$ cat src/mtsl_pkg.sv
// Shared types and constants of the multi-table sorted id lookup.
// Used by every module in src but mtsl_ram; depends on nothing else.
package mtsl_pkg;

    // Number of archive slots and entries per slot table.
    localparam int ARCHIVES = 4;
    localparam int ENTRIES  = 1024;

    // Field widths of the request and the tables.
    localparam int SLOT_W  = 2;
    localparam int ENTRY_W = 10;
    localparam int CNT_W   = 11;
    localparam int WORD_W  = 32;
    localparam int ADDR_W  = SLOT_W + ENTRY_W;
    localparam int DEPTH   = ARCHIVES * ENTRIES;

    // One table row holds {length, offset, id}.
    localparam int ROW_W = 3 * WORD_W;

    // Packed stream widths.
    localparam int S_DATA_W = 192;
    localparam int M_DATA_W = 72;

    // Request kinds carried on s_tuser.
    typedef enum logic [1:0] {
        ACT_SET    = 2'd0,
        ACT_LOAD   = 2'd1,
        ACT_LOOKUP = 2'd2
    } action_t;

    // Lookup sequencer states.
    typedef enum logic [1:0] {
        ST_IDLE,
        ST_SLOT,
        ST_PROBE,
        ST_DONE
    } state_t;

    // Archive descriptor as held per slot.
    typedef struct packed {
        logic              present;
        logic [CNT_W-1:0]  entries;
        logic [WORD_W-1:0] base;
        logic              resident;
    } desc_t;

endpackage

$ cat src/mtsl_desc.sv
// Archive descriptor file: one descriptor per slot, cleared at reset.
// Depends on mtsl_pkg.
module mtsl_desc (
    input  logic                   clk,
    input  logic                   rst_n,
    input  logic                   wr_en,
    input  logic [mtsl_pkg::SLOT_W-1:0] wr_slot,
    input  mtsl_pkg::desc_t        wr_desc,
    input  logic [mtsl_pkg::SLOT_W-1:0] rd_slot,
    output mtsl_pkg::desc_t        rd_desc
);
    import mtsl_pkg::*;

    desc_t desc_reg [ARCHIVES];

    // Descriptor registers, written by set requests.
    always_ff @(posedge clk or negedge rst_n)
    begin
        if (!rst_n)
        begin
            for (int i = 0; i < ARCHIVES; i++)
            begin
                desc_reg[i] <= '0;
            end
        end
        else if (wr_en)
        begin
            desc_reg[wr_slot] <= wr_desc;
        end
    end

    assign rd_desc = desc_reg[rd_slot];

endmodule

$ cat config.mk
export PLATFORM = sky130hd
export DESIGN_NAME = mtsl_desc
export DESIGN_NICKNAME = d
export VERILOG_FILES = /design/src/mtsl_pkg.sv /design/src/mtsl_desc.sv
export SDC_FILE = /design/constraint.sdc
export NUM_CORES = 1
export LEC_CHECK = 0
export BUFFER_PORTS_ARGS = -buffer_cell sky130_fd_sc_hd__buf_2
export CORE_MARGIN = 3
export CORE_UTILIZATION = 54
export DETAILED_ROUTE_END_ITERATION = 8
export PLACE_DENSITY_LB_ADDON = 0.3
export SLEW_MARGIN = 15
export SYNTH_ARGS = -nofsm -noshare
export SYNTH_HDL_FRONTEND = slang
export SYNTH_SLANG_ARGS = --single-unit
$ cat constraint.sdc
create_clock -name clk -period 1.81 [get_ports clk]
set_input_delay 0.362 -clock clk [delete_from_list [all_inputs] [get_ports clk]]
set_output_delay 0.362 -clock clk [all_outputs]
set_load 0.01 [all_outputs]
==> run summary <==
Outcome: finished, violations left
Worst path cell trace: mux4_2 -> buf_6
Sink Count: 180
Clock Skew: 0 ps
Std-Cell Rows: 44
Synth area leader: dfrtp_1
Clock Latency Late Sink: 420 ps
Worst R2R Start: desc_reg[79]
CTS clk-pin slew, worst paths: 60 ps
CTS tree: yes
First-pass DRT Iterations: 4
WS Path Type: flip-flop to primary output
Fin. Hold Viols: 0
Vias in the first global route: 4900
Setup tns final: -3.546 ps
Die X: 129.0 um
Syn Nets: 490
Die H: 129.0 um
Fin nets: 616
Worst setup margin: -3.546 ps
Initial Util: 55.79%
Max Fclk: 551.4 MHz
Sequential fraction of the synthesis area: 55.13%
Area contributors post-synth: dfrtp_1 55%, mux2_4 15%, mux4_2 12%, mux2_2 8.3%, mux2_1 5.5%
Synth warnings: 0
Arrival @ worst endpoint: 1450 ps
Vias/cell: 5.714
Fill cells: 995
Clk Tree Root Cell: clkbuf_16
First-pass GRT wire length: 25820 um
Startpoint types: flip-flop
Via count: 4348
Cells after synthesis: 438
CP Data Required Time: 1450 ps
VDD IR max: 746.1 uV
Final HPWL DP: 9802 um
Layout Area Growth over Synthesis: 22.19%
Final Cycle Share: 100.2%
Number of synthesized register bits: 180
Delay of the slowest critical-path stage: 500 ps
Avg Cell Area, Syn: 18.65 um^2
CP startpoint: desc_reg[38]
Routed Antenna Nets: 0
Leakage Power: 0.004636 uW
Final Max Tran Viols: 0
Max-Cap Viols: 0
# IOs: 97
Tot GR Track Use: 20.49%
Count of cell types in the netlist: 13
Min-Delay Startpoint: wr_desc[2]
Placed instance count: 705
Failing checks: negative setup slack
Crit path max-delay cell type: mux4_2
Number of CTS-inserted buffers: 17
Cell Pwr Density: 1188 nW/um^2
Non-filler cells, final: 761
Largest register FFs: 180
Synth top area share: 55.13%
Max clock buf depth: 2
Minimum clock period: 1814 ps
CP Capture Type: primary output
Port Buf Inserts: 96
Initial antenna violation count: 1
Final setup fails: 1
Hold crit path type: input port to flip-flop
Worst slew margin: 73.47%
Worst slew pin tran: 397.9 ps
Die ar.: 16640 um^2
WL/cell: 20.94 um
# DRC: 0
Routability cong.: 0.6927
Htree depth: 4
Layout cell share with drive strength beyond 1: 60.94%
RSZ-0062 raised after global routing: yes
Critical-path maximum fanout: 2
Core area: 14640 um^2
Synth Cell Area: 8170 um^2
DR iter-0 viols: 183
Largest net degree at the start of global routing: 53
GR Overflow Total: 0
Routed WL: 15940 um
[final cells by class]
class / instances / area (um^2) / area share, %
Sequential cell: 180 / 4504 / 45.12
Multi-Input combinational cell: 229 / 3385 / 33.90
Timing Repair Buffer: 136 / 1199 / 12.01
Clock buffer: 21 / 460.4 / 4.612
Tap cell: 184 / 230.2 / 2.306
Clock inverter: 10 / 202.7 / 2.030
Antenna cell: 1 / 2.502 / 0.02507
[worst paths after layout]
path,cells past startpoint,slack [ps],endpoint
setup / recovery,2,-4,rd_desc[38]
hold / removal,2,200,desc_reg[137]
setup reg to reg,3,810,desc_reg[79]
hold reg to reg,1,490,desc_reg[160]
max in group asynchronous,3,810,desc_reg[125]
min in group asynchronous,2,400,desc_reg[165]
[placed cells by master (no fill, tap or decap)]
master         Yosys  routed
bufinv_16          0       6
mux2_1            40      40
nand3_2            1       1
clkbuf_8           0       2
buf_6              9      38
nor3b_4            0       1
mux2_4            80      80
mux4_2            45      45
mux2_2            60      60
buf_12             0      14
buf_4              3      26
nand3b_1           2       2
clkinv_2           0       3
diode_2            0       1
clkinvlp_4         0       1
dlygate4sd3_1      0       1
clkbuf_1           1       2
clkbuf_16          0      17
buf_2              8      57
dfrtp_1          180     180
[critical path: cells and delay by family (launching register included)]
family | cells | cell delay, ps
flip-flops | 1 | 380
multiplexers | 1 | 500
buffers and inverters | 1 | 150
[cells by family (layout without fill, tap and decap cells)]
| logic type | after synthesis | count (layout) | synth area share (%) |
|---|---|---|---|
| buffers and inverters | 29 | 167 | 3.522 |
| flip-flops | 180 | 180 | 55.13 |
| multiplexers | 225 | 225 | 40.89 |
| other | 0 | 1 | 0 |
| AND/OR/NAND/NOR | 4 | 4 | 0.4593 |
[what timing repair did]
item / in CTS / in global routing
endpoints found under the hold margin: 33 / 0
hold buffers: 1 / 0
resized for setup: 19 / 24
setup endpoints to repair: 18 / 45
setup buffers: 2 / 21
pin swaps: 0 / 0
[per-stage QoR]
step | hold slack (ps) | power, uW | utilization, % | area [um^2] | worst slack (ps)
final | 202.7 | 11870 | 68.17 | 9983 | -3.546
after global routing | 192.1 | 12400 | 68.17 | 9983 | -53.15
after CTS | 185.9 | 11690 | 66.18 | 9692 | -24.93
after detailed placement | 282.1 | 7415 | 60.80 | 8904 | 25.76
after global placement | 277.1 | 7292 | 60.80 | 8904 | 34.94
after floorplan | 66.41 | 6647 | - | 8170 | 186.3
[routing by layer]
layer | GRT usage, % | share of wire (%) | vias to the layer above
met3 | 6.268 | 5.0 | 23
met2 | 33.32 | 52 | 95
li1 | - | - | 1886
met1 | 25.67 | 41 | 2344
met5 | 0 | 0 | -
met4 | 8.647 | 1.7 | 0
[cells in the mapped netlist, drive strengths merged]
cell type and count:
clkbuf 1, nand3b 2, mux4 45, dfrtp 180
mux2 180, nand3 1, buf 28, nor3b 1
[power by group]
group	switching, uW	total, uW	internal, uW	leakage (uW)
Combinational	871	2570	1700	0.00218
Clock	1470	4120	2650	0.000323
Sequential	391	5180	4790	0.00213
Total	2730	11900	9140	0.00464
Power figures use the tool's default switching activity.
