**src/mtsl_ram.sv**
```systemverilog
// Generic simple dual-port RAM with one write port and a registered read port.
// Stand-alone; no package needed.
module mtsl_ram #(
    parameter int WIDTH = 8,
    parameter int DEPTH = 16
) (
    input  logic                     clk,
    input  logic                     we,
    input  logic [$clog2(DEPTH)-1:0] waddr,
    input  logic [WIDTH-1:0]         wdata,
    input  logic [$clog2(DEPTH)-1:0] raddr,
    output logic [WIDTH-1:0]         rdata
);

    logic [WIDTH-1:0] mem [DEPTH];
    logic [WIDTH-1:0] rdata_reg;

    // Write port and registered read port.
    always_ff @(posedge clk)
    begin
        if (we)
        begin
            mem[waddr] <= wdata;
        end
        rdata_reg <= mem[raddr];
    end

    assign rdata = rdata_reg;

endmodule

```
**config.mk**
```make
export PLATFORM = sky130hd
export DESIGN_NAME = mtsl_ram
export DESIGN_NICKNAME = d
export VERILOG_FILES = /design/src/mtsl_ram.sv
export SDC_FILE = /design/constraint.sdc
export NUM_CORES = 1
export LEC_CHECK = 0
export BUFFER_PORTS_ARGS = -buffer_cell sky130_fd_sc_hd__buf_2
export CAP_MARGIN = 20
export CORE_MARGIN = 8
export CORE_UTILIZATION = 45
export DETAILED_ROUTE_END_ITERATION = 8
export PLACE_DENSITY_LB_ADDON = 0.25
export SETUP_SLACK_MARGIN = 0.1
export SLEW_MARGIN = 10
export SYNTH_ARGS = -nofsm -noshare
export SYNTH_HDL_FRONTEND = slang
export SYNTH_SLANG_ARGS = --single-unit
```
**constraint.sdc**
```tcl
create_clock -name clk -period 1.9 [get_ports clk]
set_clock_uncertainty 0.1 [all_clocks]
set_input_delay 0 -clock clk [delete_from_list [all_inputs] [get_ports clk]]
set_output_delay 0 -clock clk [all_outputs]
set_load 0.02 [all_outputs]
```
==> out/qor.txt <==
=====================================================================================
Run status ............................................................. complete, no violations
Width of the chip ......................................................     123.0 um
Tot GR Track Use .......................................................       13.55%
Number of enable flip-flop cells after synthesis .......................          128
Total cell area at the placement stage .................................     5553 um2
Cells on Worst Hold Path ...............................................            3
CP endpoint kind .......................................................     register
Net switching power of the design ......................................     1.449 mW
Mean number of vias per cell ...........................................        5.474
Number of nets produced by synthesis ...................................          247
Total power density per cell area ......................................  1110 nW/um2
Port Buffer Count ......................................................           25
Clock root cell ........................................................    clkbuf_16
Synth top area cells ................................................... edfxtp_1 (75%), mux4_2 (7.9%), mux4_1 (7.1%), dfxtp_1 (3.1%), a22oi_1 (2.3%)
Worst slew margin relative to its limit ................................       63.93%
Nets@finish ............................................................          309
Sum of net half-perimeters after detailed placement ....................      6210 um
Dominant cell by count in the synthesized netlist ......................     edfxtp_1
CTS tree ...............................................................        built
Cell taking the most area after synthesis ..............................     edfxtp_1
Highest net fanout along the worst path ................................            1
Leak pwr ...............................................................     2.122 nW
Effective utilization at floorplan .....................................       45.67%
Area Growth Syn to Fin .................................................       20.71%
Start point of the critical path .......................................    mem[5][2]
Worst reg2reg path depth ...............................................            3
Post-synthesis average cell area .......................................    22.48 um2
Vias after detailed routing ............................................        2,447
Ys async rst share .....................................................           0%
Post-route DRC violation count .........................................            0
Routed length per instance .............................................     21.75 um
Launch instance of the worst register-to-register path .................    mem[5][2]
Data arrival at the endpoint of the critical path ......................      1.68 ns
Slew at the pin closest to its max-slew limit ..........................    0.5390 ns
Data required time of the worst path ...................................      2.09 ns
Upper clock frequency limit ............................................   0.6689 GHz
First-pass GRT wire length .............................................    14,390 um
Net switching fraction of the power ....................................       21.01%
Worst hold-check slack .................................................   0.05624 ns
Peak supply drop .......................................................    0.6981 mV
Unrepaired setup endpoints after global routing ........................        false
Critical Path, Cell by Cell ............................................ mux4_1, a22oi_1, nand2_1
Die Area ...............................................................   15,120 um2
Count of endpoints failing hold in the final timing report .............            0
Path type of the worst min-delay path .................................. input pin to register
Vias in the first global route .........................................        2,508
Fraction of final layout cells with drive strength greater than 1 ......       31.25%
Seq cells post-synth ...................................................          136
Slowest CP cell ........................................................       mux4_1
Antenna-violating nets left ............................................            0
Part of the Yosys area used for sequential elements ....................       77.78%
Power after layout .....................................................     6.895 mW
Maximum number of pins on one net before global-route repair ...........           33
Buffers from clock root to sink, at most ...............................            2
Final period utilization ...............................................       78.69%
Filler cell count in the final layout ..................................          862
Number of ports placed on the die boundary .............................           26
Antenna fix cells ......................................................            0
Fin area ...............................................................     6213 um2
Portion of total power attributed to combinational logic ...............         5.0%
Residual overflow from global routing ..................................            0
Commonest cells in the synthesized netlist ............................. edfxtp_1 (128), mux4_2 (18), a22oi_1 (16)
Area of the mapped netlist .............................................     5147 um2
Count of routing violations after the opening detailed-route iteration .          287
Register share of total power ..........................................        48.9%
Endpoints failing setup ................................................            0
Clock-pin slew of the registers on the worst-case setup and hold paths .      0.06 ns
Mapped Cells ...........................................................          229
Worst setup path category .............................................. register to register
DR pass1 iterations ....................................................            4
Most frequently used flop master after synthesis .......................     edfxtp_1
CTS Buf Count ..........................................................           17
Clk sinks ..............................................................          136
Max-capacitance violation count ........................................            0
Worst hold path startpoint .............................................     waddr[2]
Core Region ............................................................   11,270 um2
Depth of the CTS H-tree ................................................            4
Number of antenna violations at the first check in global routing ......            0
Number of core rows ....................................................           39
Resize count post-CTS ..................................................            0
Flip-flop count of the largest register, all copies and words added ....          128
Slowest Stage Delay on Critical Path ...................................      0.54 ns
Clock insertion delay at the later pin of the skew report ..............      0.41 ns
Clk pwr share ..........................................................        46.1%
Final weighted congestion of routability-driven global placement .......       0.7061
Setup_tns ..............................................................         0 ns
Sort of element at the start of the critical path ......................     register
Area share of the largest cell type after synthesis ....................       74.67%
Slew Limit Fails .......................................................            0
Vertical die dimension .................................................     123.0 um
Count of unique library cells instantiated by Yosys ....................           19
Yosys warning total ....................................................            0
Internal power contribution ............................................     5.446 mW
Final worst path period need ...........................................     1.495 ns
Total wire length after detailed routing ...............................      9721 um
=====================================================================================
routing by layer:
layer | global-route usage, % | part of all wire [%] | up-vias
li1 | - | - | 1098
met1 | 17.76 | 43 | 1259
met2 | 21.10 | 50 | 82
met3 | 3.881 | 6.0 | 8
met4 | 5.255 | 1.1 | 0
met5 | 0 | 0 | -
critical path, delay by kind of cell, from the launching register on:
| family | cells | cell delay (ns) |
|---|---|---|
| compound gates | 1 | 0.29 |
| mux | 1 | 0.54 |
| simple gates | 1 | 0.09 |
| flops | 1 | 0.36 |
stage by stage:
step	cells	util [%]	worst slack [ns]
after floorplan	229	-	0.3071
after global placement	407	49.26	0.3836
after detailed placement	407	49.26	0.3914
after CTS	447	55.12	0.4238
after global routing	447	55.12	0.3406
final	447	55.12	0.4049
path summary, 6_finish.rpt:
kind	endpoint	slack (ns)
setup / recovery	rdata[2]	0.40
hold / removal	mem[6][2]	0.06
setup reg to reg	rdata[2]	0.40
hold reg to reg	rdata[5]	0.57
cells by family (layout without fill, tap and decap cells):
group | after synthesis | in the layout | synth area share (%)
mux | 32 | 32 | 15.02
flops | 136 | 136 | 77.78
compound gates | 16 | 16 | 2.334
simple gates | 35 | 35 | 3.184
buf+inv | 10 | 85 | 1.677
area by class of cell:
| class | count | area [um2] | area share (%) |
|---|---|---|---|
| Clock buffer | 18 | 429.2 | 6.907 |
| Clock inverter | 14 | 151.4 | 2.437 |
| Multi-Input combinational cell | 83 | 1057 | 17.02 |
| Sequential cell | 136 | 4004 | 64.44 |
| Tap cell | 143 | 178.9 | 2.880 |
| Timing Repair Buffer | 53 | 392.9 | 6.323 |
what timing repair did:
| item | CTS | global route |
|---|---|---|
| setup buffers | 0 | 0 |
| hold buffers | 8 | 0 |
| endpoints found under the setup margin | 0 | 0 |
| hold endpoints to repair | 128 | 0 |
placed cells by master, fill, tap and decap left out:
| cell | count |
|---|---|
| edfxtp_1 | 128 |
| inv_6 | 2 |
| bufinv_16 | 2 |
| a22oi_1 | 16 |
| nand3b_1 | 2 |
| inv_8 | 1 |
| clkbuf_16 | 17 |
| nand3_1 | 1 |
| clkinvlp_4 | 4 |
| clkinv_4 | 2 |
| nor2b_1 | 1 |
| nor2_1 | 13 |
| nand2_1 | 9 |
| buf_4 | 17 |
| nor3_1 | 4 |
| or3b_2 | 1 |
| buf_12 | 3 |
| and2b_1 | 1 |
| clkbuf_1 | 1 |
| dfxtp_1 | 8 |
| mux4_2 | 18 |
| dlygate4sd3_1 | 8 |
| mux4_1 | 14 |
| nand2b_1 | 2 |
| buf_2 | 25 |
| clkinv_2 | 3 |
| and2_1 | 1 |
power groups by stage:
stage	clock, mW	combinational [mW]	sequential (mW)
2_1_floorplan	0	0.170	3.46
3_5_place_dp	0	0.338	3.43
3_3_place_gp	0	0.331	3.43
5_1_grt	3.34	0.375	3.38
6_report	3.18	0.347	3.37
4_1_cts	3.22	0.353	3.37
(Power assumes the default switching activity.)
